$ cat config.mk
export PLATFORM = sky130hd
export DESIGN_NAME = color_palette_ram_port
export DESIGN_NICKNAME = d
export VERILOG_FILES = /design/src/hw/rtl/cpr_pkg.sv /design/src/hw/rtl/cpr_ram.sv /design/src/hw/rtl/color_palette_ram_port.sv
export VERILOG_INCLUDE_DIRS = /design/src /design/src/hw/rtl
export SDC_FILE = /design/constraint.sdc
export NUM_CORES = 1
export LEC_CHECK = 0
export BUFFER_PORTS_ARGS = -buffer_cell sky130_fd_sc_hd__buf_2
export CORE_UTILIZATION = 50
export DETAILED_ROUTE_END_ITERATION = 8
export GPL_ROUTABILITY_DRIVEN = 1
export PLACE_DENSITY = 0.66
export SLEW_MARGIN = 0
export SYNTH_ARGS = -nofsm -noshare
export SYNTH_HDL_FRONTEND = slang
export SYNTH_SLANG_ARGS = --single-unit
$ cat constraint.sdc
create_clock -name i_clk -period 7.2 [get_ports i_clk]
set_input_delay 1.44 -clock i_clk [delete_from_list [all_inputs] [get_ports i_clk]]
set_output_delay 1.44 -clock i_clk [all_outputs]
set_load 0.03 [all_outputs]
$ cat src/hw/rtl/assert_macros.svh
// Assertion helpers shared by the RTL files.
// Each macro expands to a labeled concurrent assertion, or to nothing when
// assertions are switched off for the build.
`ifndef ASSERT_MACROS_SVH
`define ASSERT_MACROS_SVH
`ifndef ASSERT_OFF
// When a holds at a clock edge, b must hold at the same edge.
`define ASSERT_IMPL(label, clk, rst_n, a, b) \
    label: assert property (@(posedge clk) disable iff (!rst_n) (a) |-> (b)) \
        else $error("assertion failed");
// When a holds at a clock edge, b must hold at the next edge.
`define ASSERT_NEXT(label, clk, rst_n, a, b) \
    label: assert property (@(posedge clk) disable iff (!rst_n) (a) |=> (b)) \
        else $error("assertion failed");
`else
`define ASSERT_IMPL(label, clk, rst_n, a, b)
`define ASSERT_NEXT(label, clk, rst_n, a, b)
`endif
`endif

$ cat src/hw/rtl/cpr_pkg.sv
`timescale 1ns / 1ps
// ----------------------------------------------------------------------------
// Color palette package
// Command codes, register addresses and color helpers for the palette port.
// ----------------------------------------------------------------------------
package cpr_pkg;

    // Command codes.
    localparam logic [1:0] CMD_WRITE  = 2'd0;
    localparam logic [1:0] CMD_READ   = 2'd1;
    localparam logic [1:0] CMD_LOOKUP = 2'd2;

    // Register map.
    localparam logic [15:0] ADDR_BG_INDEX  = 16'hFF68;
    localparam logic [15:0] ADDR_BG_DATA   = 16'hFF69;
    localparam logic [15:0] ADDR_OBJ_INDEX = 16'hFF6A;
    localparam logic [15:0] ADDR_OBJ_DATA  = 16'hFF6B;
    localparam logic [15:0] ADDR_BANK      = 16'hFF4F;

    // Value returned for a read of an unmapped address.
    localparam logic [7:0] UNKNOWN_READ = 8'hFF;
    localparam logic [7:0] ALPHA_OPAQUE = 8'hFF;

    // Palette geometry: 64 bytes per layer, split into even and odd byte banks.
    localparam int PAL_BYTES  = 64;
    localparam int BANK_DEPTH = PAL_BYTES / 2;
    localparam int POS_W      = $clog2(PAL_BYTES);
    localparam int ROW_W      = $clog2(BANK_DEPTH);

    // Widen a 5-bit channel to 8 bits by repeating its top bits.
    function automatic logic [7:0] widen5(input logic [4:0] c5);
        return {c5, c5[4:2]};
    endfunction

    // Build opaque ARGB from a 15-bit color; bit 15 is ignored.
    function automatic logic [31:0] to_argb(input logic [15:0] c);
        return {ALPHA_OPAQUE, widen5(c[4:0]), widen5(c[9:5]), widen5(c[14:10])};
    endfunction

endpackage

$ cat src/hw/rtl/cpr_ram.sv
`timescale 1ns / 1ps
// ----------------------------------------------------------------------------
// Generic RAM
// One write port and one read port, read data registered. No reset.
// ----------------------------------------------------------------------------
module cpr_ram #(
    parameter int WIDTH = 8,
    parameter int DEPTH = 32
) (
    input  logic                     i_clk,
    input  logic                     i_we,
    input  logic [$clog2(DEPTH)-1:0] i_waddr,
    input  logic [WIDTH-1:0]         i_wdata,
    input  logic                     i_re,
    input  logic [$clog2(DEPTH)-1:0] i_raddr,
    output logic [WIDTH-1:0]         o_rdata
);

    logic [WIDTH-1:0] r_mem [DEPTH];
    logic [WIDTH-1:0] r_rdata;

    // Write port, and a read port that holds its data until the next read.
    always_ff @(posedge i_clk) begin
        if (i_we) begin
            r_mem[i_waddr] <= i_wdata;
        end
        if (i_re) begin
            r_rdata <= r_mem[i_raddr];
        end
    end

    assign o_rdata = r_rdata;

endmodule

$ cat src/hw/rtl/color_palette_ram_port.sv
`timescale 1ns / 1ps
// ----------------------------------------------------------------------------
// Color palette RAM port
// Background and sprite palette memories with index registers, register
// access from the CPU bus and per-pixel color lookup.
// ----------------------------------------------------------------------------
// The block accepts one beat per clock while o_stall is low and returns exactly one
// result beat per input beat. A result passes through the registered read of the
// synchronous palette RAM and then through the output register.
// Each layer's 64 palette bytes live in an even and an odd byte RAM, so the two
// bytes of a color are read in the same cycle. Writes land at acceptance and
// are visible to the very next beat. Per-byte valid bits, cleared by reset,
// make every palette byte read as zero until it is first written, so no
// clearing pass is needed after reset.
`include "assert_macros.svh"

module color_palette_ram_port (
    input  logic        i_clk,
    input  logic        i_rst_n,
    // Input channel.
    input  logic        i_valid,
    output logic        o_stall,
    input  logic [1:0]  i_command,
    input  logic [15:0] i_address,
    input  logic [7:0]  i_write_data,
    input  logic        i_layer,
    input  logic [2:0]  i_palette_number,
    input  logic [1:0]  i_color_index,
    // Output channel.
    output logic        o_valid,
    input  logic        i_stall,
    output logic [7:0]  o_read_data,
    output logic [31:0] o_rgb_color
);

    typedef enum logic [1:0] {
        K_NONE,
        K_IMM,
        K_DATA,
        K_LOOKUP
    } t_kind;

    localparam int POS_W = cpr_pkg::POS_W;
    localparam int ROW_W = cpr_pkg::ROW_W;

    // Architectural registers.
    logic [7:0]                   r_bg_index;
    logic [7:0]                   r_obj_index;
    logic                         r_bank;
    logic [cpr_pkg::PAL_BYTES-1:0] r_bg_valid;
    logic [cpr_pkg::PAL_BYTES-1:0] r_obj_valid;

    // Read stage.
    logic       r_s1_valid;
    t_kind      r_s1_kind;
    logic [7:0] r_s1_imm;
    logic       r_s1_layer;
    logic       r_s1_odd;
    logic       r_s1_vld_even;
    logic       r_s1_vld_odd;

    // Output register.
    logic        r_out_valid;
    logic [7:0]  r_read_data;
    logic [31:0] r_rgb;

    logic accept;
    logic out_free;
    logic s1_move;

    logic is_write;
    logic is_lookup;

    t_kind      n_kind;
    logic [7:0] n_imm;
    logic       n_layer;
    logic       n_odd;
    logic [7:0] n_bg_index;
    logic [7:0] n_obj_index;

    logic [ROW_W-1:0] bg_row;
    logic [ROW_W-1:0] obj_row;
    logic [ROW_W-1:0] sel_row;
    logic             bg_wr;
    logic             obj_wr;
    logic [POS_W-1:0] bg_pos;
    logic [POS_W-1:0] obj_pos;

    logic [7:0] bg_even_q;
    logic [7:0] bg_odd_q;
    logic [7:0] obj_even_q;
    logic [7:0] obj_odd_q;
    logic [7:0] byte_lo;
    logic [7:0] byte_hi;
    logic [7:0] n_read_data;
    logic [31:0] n_rgb;

    // Handshake: the read stage advances whenever the output register is free.
    assign out_free = !r_out_valid || !i_stall;
    assign s1_move  = r_s1_valid && out_free;
    assign o_stall  = r_s1_valid && !out_free;
    assign accept   = i_valid && !o_stall;

    assign is_write  = (i_command == cpr_pkg::CMD_WRITE);
    assign is_lookup = (i_command == cpr_pkg::CMD_LOOKUP);

    assign bg_pos  = r_bg_index[POS_W-1:0];
    assign obj_pos = r_obj_index[POS_W-1:0];

    // Data register writes go to the bank picked by the low index bit.
    assign bg_wr  = accept && is_write && (i_address == cpr_pkg::ADDR_BG_DATA);
    assign obj_wr = accept && is_write && (i_address == cpr_pkg::ADDR_OBJ_DATA);

    // A lookup reads the color's row; a data read reads the index's row.
    assign bg_row  = is_lookup ? {i_palette_number, i_color_index} : bg_pos[POS_W-1:1];
    assign obj_row = is_lookup ? {i_palette_number, i_color_index} : obj_pos[POS_W-1:1];

    // Decode the beat into a result kind and the next index register values.
    always_comb begin
        n_kind      = K_NONE;
        n_imm       = 8'h00;
        n_layer     = i_layer;
        n_odd       = 1'b0;
        n_bg_index  = r_bg_index;
        n_obj_index = r_obj_index;
        case (i_command)
            cpr_pkg::CMD_WRITE: begin
                if (i_address == cpr_pkg::ADDR_BG_INDEX) begin
                    n_bg_index = i_write_data;
                end else if (i_address == cpr_pkg::ADDR_BG_DATA) begin
                    if (r_bg_index[7]) begin
                        n_bg_index = {2'b10, POS_W'(bg_pos + 1'b1)};
                    end
                end else if (i_address == cpr_pkg::ADDR_OBJ_INDEX) begin
                    n_obj_index = i_write_data;
                end else if (i_address == cpr_pkg::ADDR_OBJ_DATA) begin
                    if (r_obj_index[7]) begin
                        n_obj_index = {2'b10, POS_W'(obj_pos + 1'b1)};
                    end
                end
            end
            cpr_pkg::CMD_READ: begin
                n_kind = K_IMM;
                if (i_address == cpr_pkg::ADDR_BG_INDEX) begin
                    n_imm = r_bg_index;
                end else if (i_address == cpr_pkg::ADDR_BG_DATA) begin
                    n_kind  = K_DATA;
                    n_layer = 1'b0;
                    n_odd   = bg_pos[0];
                end else if (i_address == cpr_pkg::ADDR_OBJ_INDEX) begin
                    n_imm = r_obj_index;
                end else if (i_address == cpr_pkg::ADDR_OBJ_DATA) begin
                    n_kind  = K_DATA;
                    n_layer = 1'b1;
                    n_odd   = obj_pos[0];
                end else if (i_address == cpr_pkg::ADDR_BANK) begin
                    n_imm = {7'd0, r_bank};
                end else begin
                    n_imm = cpr_pkg::UNKNOWN_READ;
                end
            end
            cpr_pkg::CMD_LOOKUP: begin
                n_kind = K_LOOKUP;
            end
            default: begin
                n_kind = K_NONE;
            end
        endcase
    end

    assign sel_row = n_layer ? obj_row : bg_row;

    // Palette memories: even and odd byte banks for each layer. They are read
    // only when a beat is accepted, so a held beat keeps its read data.
    cpr_ram #(.WIDTH(8), .DEPTH(cpr_pkg::BANK_DEPTH)) u_bg_even (
        .i_clk   (i_clk),
        .i_we    (bg_wr && !bg_pos[0]),
        .i_waddr (bg_pos[POS_W-1:1]),
        .i_wdata (i_write_data),
        .i_re    (accept),
        .i_raddr (bg_row),
        .o_rdata (bg_even_q)
    );

    cpr_ram #(.WIDTH(8), .DEPTH(cpr_pkg::BANK_DEPTH)) u_bg_odd (
        .i_clk   (i_clk),
        .i_we    (bg_wr && bg_pos[0]),
        .i_waddr (bg_pos[POS_W-1:1]),
        .i_wdata (i_write_data),
        .i_re    (accept),
        .i_raddr (bg_row),
        .o_rdata (bg_odd_q)
    );

    cpr_ram #(.WIDTH(8), .DEPTH(cpr_pkg::BANK_DEPTH)) u_obj_even (
        .i_clk   (i_clk),
        .i_we    (obj_wr && !obj_pos[0]),
        .i_waddr (obj_pos[POS_W-1:1]),
        .i_wdata (i_write_data),
        .i_re    (accept),
        .i_raddr (obj_row),
        .o_rdata (obj_even_q)
    );

    cpr_ram #(.WIDTH(8), .DEPTH(cpr_pkg::BANK_DEPTH)) u_obj_odd (
        .i_clk   (i_clk),
        .i_we    (obj_wr && obj_pos[0]),
        .i_waddr (obj_pos[POS_W-1:1]),
        .i_wdata (i_write_data),
        .i_re    (accept),
        .i_raddr (obj_row),
        .o_rdata (obj_odd_q)
    );

    // Pick the layer's bytes; a byte never written reads as zero.
    assign byte_lo = r_s1_vld_even ? (r_s1_layer ? obj_even_q : bg_even_q) : 8'h00;
    assign byte_hi = r_s1_vld_odd  ? (r_s1_layer ? obj_odd_q  : bg_odd_q)  : 8'h00;

    // Form the result beat.
    always_comb begin
        n_read_data = 8'h00;
        n_rgb       = 32'h0;
        case (r_s1_kind)
            K_IMM:    n_read_data = r_s1_imm;
            K_DATA:   n_read_data = r_s1_odd ? byte_hi : byte_lo;
            K_LOOKUP: n_rgb = cpr_pkg::to_argb({byte_hi, byte_lo});
            default:  n_read_data = 8'h00;
        endcase
    end

    // Control state and architectural registers.
    always_ff @(posedge i_clk) begin
        if (!i_rst_n) begin
            r_bg_index  <= 8'h00;
            r_obj_index <= 8'h00;
            r_bank      <= 1'b0;
            r_bg_valid  <= '0;
            r_obj_valid <= '0;
            r_s1_valid  <= 1'b0;
            r_out_valid <= 1'b0;
        end else begin
            if (accept) begin
                r_bg_index  <= n_bg_index;
                r_obj_index <= n_obj_index;
                if (is_write && (i_address == cpr_pkg::ADDR_BANK)) begin
                    r_bank <= i_write_data[0];
                end
            end
            if (bg_wr) begin
                r_bg_valid[bg_pos] <= 1'b1;
            end
            if (obj_wr) begin
                r_obj_valid[obj_pos] <= 1'b1;
            end
            if (accept) begin
                r_s1_valid <= 1'b1;
            end else if (s1_move) begin
                r_s1_valid <= 1'b0;
            end
            if (s1_move) begin
                r_out_valid <= 1'b1;
            end else if (!i_stall) begin
                r_out_valid <= 1'b0;
            end
        end
    end

    // Payload registers.
    always_ff @(posedge i_clk) begin
        if (accept) begin
            r_s1_kind     <= n_kind;
            r_s1_imm      <= n_imm;
            r_s1_layer    <= n_layer;
            r_s1_odd      <= n_odd;
            r_s1_vld_even <= n_layer ? r_obj_valid[{sel_row, 1'b0}]
                                     : r_bg_valid[{sel_row, 1'b0}];
            r_s1_vld_odd  <= n_layer ? r_obj_valid[{sel_row, 1'b1}]
                                     : r_bg_valid[{sel_row, 1'b1}];
        end
        if (s1_move) begin
            r_read_data <= n_read_data;
            r_rgb       <= n_rgb;
        end
    end

    assign o_valid     = r_out_valid;
    assign o_read_data = r_read_data;
    assign o_rgb_color = r_rgb;

    // A beat in the read stage reaches the output register when it is free.
    `ASSERT_NEXT(a_s1_to_out, i_clk, i_rst_n, s1_move, r_out_valid)
    // Only a lookup gives a color, and a color is always opaque.
    `ASSERT_IMPL(a_opaque, i_clk, i_rst_n, o_valid && (o_rgb_color != 32'h0),
                 o_rgb_color[31:24] == cpr_pkg::ALPHA_OPAQUE)
    // A result never carries both a read byte and a color.
    `ASSERT_IMPL(a_one_field, i_clk, i_rst_n, o_valid && (o_read_data != 8'h00),
                 o_rgb_color == 32'h0)
    // Auto-increment keeps bit 7 set and bit 6 clear.
    `ASSERT_NEXT(a_bg_autoinc, i_clk, i_rst_n, bg_wr && r_bg_index[7],
                 r_bg_index[7] && !r_bg_index[6])

endmodule
### Word-level counts from Yosys, hierarchy flattened

Memories as Yosys holds them, arrays and structs flattened. A register that Yosys moved wholly into a read port is not among the register bits.
Cells that the tools add are included.

| operators by class | value |
|---|---|
| $add $sub $neg | 2 |
| multipliers | 0 |
| div/mod/pow operators | 0 |
| order comparisons | 6 |
| equal/unequal tests | 11 |
| shift operators | 0 |
| mux-type cells | 60 |
| bitwise operators | 5 |
| reduce and logical (&&, ||, !) cells | 32 |

Operator list:

| operator | number |
|---|---|
| $mux W8 | 16 |
| $or A64 B64 Y64 | 2 |
| $eq A16 B16 Y1 const B | 5 |
| $mux W32 | 1 |
| $lt A6 B7 Y1 const B | 4 |
| $mux W1 | 28 |
| $bmux W1 S5 | 4 |
| $pmux W8 S2 | 1 |
| $mux W5 | 3 |
| $logic_and A1 B1 Y1 | 13 |
| $add A6 B1 Y6 const B | 2 |
| $demux W1 S6 | 2 |
| $ge A6 B1 Y1 const B | 2 |
| $reduce_bool A2 Y1 | 5 |
| $mux W2 | 4 |
| $eq A2 B2 Y1 const B | 3 |
| $logic_not A1 Y1 | 6 |
| $reduce_and A6 Y1 | 1 |
| $reduce_and A5 Y1 | 1 |
| $eq A2 B1 Y1 const B | 2 |
| $pmux W2 S2 | 1 |
| $reduce_and A4 Y1 | 1 |
| $not A1 Y1 | 3 |
| $reduce_and A3 Y1 | 1 |
| other kinds (5) | 5 |

| word-level totals | value |
|---|---|
| register bits | 201 |
| latch bits | 0 |
| RAM bits | 1024 |
| ROM bits | 0 |
| input port bits | 36 |
| output and inout bits | 42 |
| logic and storage cells | 138 |
| memories | 4 |

Memory list:

| name | depth | width | rd ports | clocked after memory_dff | wr ports | line | source |
|---|---|---|---|---|---|---|---|
| u_bg_even.r_mem | 32 | 8 | 1 | 1 | 1 | cpr_ram.sv:19 | `logic [WIDTH-1:0] r_mem [DEPTH];` |
| u_bg_odd.r_mem | 32 | 8 | 1 | 1 | 1 | cpr_ram.sv:19 |  |
| u_obj_even.r_mem | 32 | 8 | 1 | 1 | 1 | cpr_ram.sv:19 |  |
| u_obj_odd.r_mem | 32 | 8 | 1 | 1 | 1 | cpr_ram.sv:19 |  |

### Depth between registers and ports, before layout

| depth | value |
|---|---|
| depth in word-level cells | 11 |
| depth in mapped cells | 14 |
| gate-level depth less buffers | 11 |

### Cells and area by module

Synthesis repeated with hierarchy kept, for this count alone.

| unflattened totals | value |
|---|---|
| cell total of the unflattened synthesis | 2719 |
| area, all modules | 49716.4 um^2 |

By module, submodules not included:

| module | times used | cells an instance | area each (um^2) | sequential area each (um^2) |
|---|---|---|---|---|
| cpr_ram | 4 | 417 | 10133.5 | 7927.6 |
| color_palette_ram_port | 1 | 1051 | 9182.6 | 4083.9 |

### Worst setup path after synthesis

OpenSTA, ideal clock, no wires.

| path | value |
|---|---|
| path kind | in2reg |
| start | in i_stall |
| end | mem u_bg_odd.r_mem[0][0], enable pin |
| library setup time | 374 ps |
| arrival | 5832 ps |
| required time | 6826 ps |
| setup slack | 994 ps |
| stages on the path | 8 |
| buffers on the path | 1 |
| cells stage by stage | and3_1 -> nor2b_1 -> nand4_1 -> nor2_1 -> nand2_1 -> or3_1 -> clkbuf_1 -> nor2_1 |

| on the way | value |
|---|---|
| longest elaborated chain between the ends | 11 |

Ends and longest elaborated chain:

| what | line | source |
|---|---|---|
| from (decl) | color_palette_ram_port.sv:31 | `input logic i_stall,` |
| $logic_not A1 Y1 | -- |  |
| $logic_or A1 B1 Y1 | color_palette_ram_port.sv:99 | `assign out_free = !r_out_valid \|\| !i_stall;` |
| $logic_not A1 Y1 | color_palette_ram_port.sv:101 | `assign o_stall = r_s1_valid && !out_free;` |
| $logic_and A1 B1 Y1 | color_palette_ram_port.sv:101 |  |
| $logic_not A1 Y1 | color_palette_ram_port.sv:102 | `assign accept = i_valid && !o_stall;` |
| $logic_and A1 B1 Y1 | color_palette_ram_port.sv:102 |  |
| net accept | color_palette_ram_port.sv:67 | `logic accept;` |
| $logic_and A1 B1 Y1 (2 in a row) | color_palette_ram_port.sv:111 | `assign bg_wr = accept && is_write && (i_address == cpr_pkg::ADDR_BG_DATA);` |
| $logic_and A1 B1 Y1 | color_palette_ram_port.sv:187 | `.i_we (bg_wr && bg_pos[0]),` |
| $mux W1 | cpr_ram.sv:24 | `if (i_we) begin` |
| $mux W1 (not written as such) | cpr_ram.sv:25 | `r_mem[i_waddr] <= i_wdata;` |
| to (decl) | cpr_ram.sv:19 |  |

The timed path passes the listed nets, and every way through them passes these cells.

### Final worst setup path

| path | value |
|---|---|
| start | in i_address[13] |
| end | mem u_obj_even.r_mem[15][3], enable pin |

| on the way | value |
|---|---|
| longest elaborated chain between the ends | 5 |

Ends and longest elaborated chain:

| what | line | source |
|---|---|---|
| from (decl) | color_palette_ram_port.sv:24 | `input logic [15:0] i_address,` |
| $eq A16 B16 Y1 | color_palette_ram_port.sv:112 | `assign obj_wr = accept && is_write && (i_address == cpr_pkg::ADDR_OBJ_DATA);` |
| $logic_and A1 B1 Y1 | color_palette_ram_port.sv:112 |  |
| $logic_and A1 B1 Y1 | color_palette_ram_port.sv:197 | `.i_we (obj_wr && !obj_pos[0]),` |
| $mux W1 | cpr_ram.sv:24 |  |
| $mux W1 (not written as such) | cpr_ram.sv:25 |  |
| to (decl) | cpr_ram.sv:19 |  |

No other way between the ends.

==> results.txt <==
The flow ran to the end, but the final reports show violations. The final reports fail on design-rule violations. The final count of pins violating max slew was 0; the relative contribution of combinational cells to total power was 4.3%. The final critical path takes up 71.5% of the cycle. The logs give 121 mm for the total length of routed wires and 57 for the count of cell types in the netlist. Post-CTS repair changed the size of 0 cells. The maximum fanout along the worst path works out to 10. Counting flops and latches in the post-synthesis netlist gives 1,241. For this run, design rule violations remaining after detail routing come to 4. The routed length per placed instance is 27.0 um, and the number of antenna repair diodes is 0. The total net switching power came out at 3.14 mW.

The share of power burned in registers was 53.0%; the ratio of routed vias to standard cells was 6.08. The first-pass GRT wire length was 179 mm; the switching portion of total power was 21.1%. The clock edge transition at the registers on the reported setup and hold paths was 0.06 ns.

The maximum number of pins on one net before global-route repair is 105. The global-route usage over all layers was 24.7%; the post-layout minimum cycle time was 5.15 ns. Detailed routing inserted a total of 27,300 vias. For the clock latency on the worst-skew pair, the log shows 0.73 ns. The run gives 3,151 as the final-stage net count.

TritonCTS built the clock tree. Setup repair after global routing left no endpoint under its margin. The worst-case clock buffer depth was 3. For this design the ratio of total power to cell area is 272 nW/um^2. The tools report the number of sinks on the clock net as 1,241. Hold repair after CTS inserted 0 buffers.

The transition time of the tightest slew-check pin was 1.28 ns; the initial antenna violation count was 6. The tools report the sequential cell area as 35,800 um^2. The share of the Yosys chip area taken by registers is 73.1%.

Clock tree synthesis inserted a total of 119 buffers. The fraction of synthesized cell area taken by the top area cell type came out at 67.0%. When the netlist entered floorplanning its net count stood at 3,105. The DRC violation total after the first TritonRoute iteration was 3,360.

Static timing analysis puts the maximum clock frequency at 194 MHz. After synthesis, the cell types taking the most area are edfxtp_1 (67%), mux4_2 (12%), dfxtp_1 (6.0%). Detailed placement ended at an HPWL of 75.0 mm.

The run gives 42.8% as the relative contribution of the clock network to total power. Data arrives at the worst endpoint at 5.47 ns. VDD sags by at most 0.000204 V. The final-report hold violation count was 0. The most used flip-flop cell after synthesis is edfxtp_1.

The level count of the clock H-tree is 3, and the via count of the first global-routing pass is 27,000. For the post-route clock skew, the log shows 0.0393 ns. For the total die area, the log shows 99,300 um^2.

edfxtp_1 takes more of the synthesized area than any other cell. Counting the fill cells in the layout gives 7,277. For the number of instances in the synthesized netlist, the log shows 3,061. The total of warnings raised by yosys was 0. The highest cell delay on the worst timing path works out to 0.85 ns. The die span in y works out to 315 um. The sort of element at the end of the critical path was a flip-flop.

The combined buffer and inverter count along the critical path is 1, and the total negative setup slack is 0 ns. In this design, the largest share of critical-path delay is due to simple AND/OR/NAND/NOR gates. The worst relative slew slack came out at 12.7%.

The tools report the global placement routability congestion as 0.945. Data on the critical path is required at its endpoint by 7.52 ns. The run gives 114 as the number of placement rows.

After clock tree synthesis, the setup repair step added 0 buffers. The logs give 50.6% for the initial cell density of the core and 0 for the final count of negative-setup-slack endpoints. Clock tree synthesis selected as its root buffer the cell clkbuf_16. In the final layout, the share of cells above drive strength 1 is 18.2%. The tightest min-delay check is of the reg2reg type.

A synthesized cell averages 16.0 um^2. Summing every instance area after synthesis gives 49,000 um^2. In the final layout, the multi-input gates occupy 12,500 um^2. The I/O pin count is 78.

The worst setup path is launched from an input port. The share of flip-flops with an asynchronous set or reset was 0%. The slowest stage of the critical path is the nor2_1 cell. For this run, the share of the core covered by cells in the final layout is 56.5%.

The number of max-capacitance violations reported was 0; the number of enable-type register cells in the synthesized netlist was 1,094. The most numerous cell type found on the critical path is nand4_1. The number of detailed-routing iterations run before antenna repair came out at 7. For the core footprint, the log shows 96,900 um^2.

Summed over all cells, the static leakage comes to 17.9 nW. Overall die width: 315 um. The internal power of the cells totals 11.7 mW. Summed over all layers, the global routing overflow is 0. The overall power of the completed layout is 14.9 mW, and the layout overhead on the synthesized area is 11.6%. The count of port buffers added during placement works out to 77.

By startpoint and endpoint, the worst setup path is classified as in2reg. The signal on the critical path passes through buf_2 > nand4_1 > nor4_1 > nand4_1 > nor3_1 > nand3_1 > nor2_1. The number of nets still failing antenna checks after routing is 0.
==> tightest hold or removal path, cell delays in order, from the launching register on <==
cell and delay (ns):
dfxtp_1 0.32, nor2_1 0.05, nor2_1 0.07
==> cell usage in the layout, fill, tap and decap left out, types with 3 or more instances in the layout <==
cell and count:
clkinv_2 18, o21ai_0 57, a211oi_1 15, and3_1 4
nand4b_1 5, bufinv_16 14, nand2b_1 4, mux2_2 13
dfxtp_1 147, o21a_1 3, a21boi_0 10, nor2_1 427
ha_1 8, mux4_2 256, a22oi_1 15, a221oi_1 3
nand3b_1 6, inv_1 12, buf_4 34, nor3_1 12
nand3_1 204, nand2_1 414, mux2i_1 28, clkbuf_1 28
nand4_1 9, edfxtp_1 1094, o22ai_1 10, clkbuf_16 121
clkbuf_8 9, a2111oi_0 7, nor2b_1 12, buf_2 69
a21oi_1 28, clkinvlp_4 9, clkinv_1 19, mux2i_4 10
and2_1 6, nor4_1 4, buf_12 5, or3_1 16
==> registers in the layout, summed over array words and instances (netlist names), 16 cells and up <==
register,count
o_rgb_color,16
r_bg_valid,64
r_obj_valid,64
u_bg_even.r_mem,256
u_bg_odd.r_mem,256
u_obj_even.r_mem,256
u_obj_odd.r_mem,256
==> per-stage QoR <==
stage | cells | instance area [um^2] | setup WS [ns] | hold slack [ns]
2_1_floorplan | 3061 | 49000 | 0.994 | 0.434
3_3_place_gp | 4262 | 50700 | 1.47 | 0.449
3_5_place_dp | 4262 | 50700 | 1.35 | 0.458
4_1_cts | 4487 | 54700 | 2.09 | 0.473
5_1_grt | 4487 | 54700 | 1.72 | 0.497
6_report | 4487 | 54700 | 2.05 | 0.470
==> worst paths after layout <==
path / start / to / slack [ns] / cells past startpoint
hold reg to reg: r_bg_valid[37] / r_bg_valid[37] / 0.47 / 2
setup / recovery: i_address[13] / u_obj_even.r_mem[15][3] / 2.05 / 7
setup reg to reg: r_obj_index[2] / r_s1_vld_even / 3.46 / 8
hold / removal: r_bg_valid[37] / r_bg_valid[37] / 0.47 / 2
==> cell usage after synthesis, types with 7 or more instances <==
master,count
buf_4,19
a2111oi_0,7
mux4_2,256
buf_1,9
nor2_1,427
nor2b_1,13
ha_1,8
nor3_1,12
mux2i_1,36
or3_1,16
o22ai_1,10
dfxtp_1,147
a21oi_1,28
a211oi_1,15
edfxtp_1,1094
nand2_1,414
nand4_1,9
mux2_2,13
clkbuf_1,118
inv_1,12
o21ai_0,59
buf_2,37
nand3_1,204
a22oi_1,15
a21boi_0,13
==> cells by family (layout without fill, tap and decap cells) <==
group | after synthesis | after routing | share of synthesized area (%)
DFF | 1241 | 1241 | 73.1
and+or+nand+nor | 1134 | 1134 | 9.82
muxes | 311 | 311 | 13.0
buffers and inverters | 198 | 348 | 1.76
AOI/OAI and AO/OA | 168 | 168 | 2.17
adders and majority gates | 8 | 8 | 0.204
xor gates and xnor gates | 1 | 1 | 0.0179
==> routing by layer <==
layer / share of wire (%) / GRT usage, % / vias to the layer above
li1: - / - / 11700
met2: 48 / 38.9 / 1275
met3: 8.0 / 4.12 / 213
met1: 41 / 35.3 / 14100
met4: 3.1 / 8.19 / 2
met5: 0.012 / 0 / -
==> power by group through the flow <==
stage	Combinational, mW	Sequential (mW)	Clock, mW
after floorplan	0.338	8.03	0
after global placement	0.621	8.03	0
after detailed placement	0.633	8.03	0
after CTS	0.635	7.88	6.43
after global routing	0.672	7.87	6.70
final	0.633	7.88	6.37
==> layout make-up <==
cell class              count  share of cell area, %
clock buffers             158                   5.96
flip-flops and latches   1241                   65.5
inverters                  15                  0.108
clock inverters            67                   1.38
well taps                1276                   2.92
repair buffers            108                   1.28
multi-input cells        1622                   22.9
(Power assumes the default switching activity.)
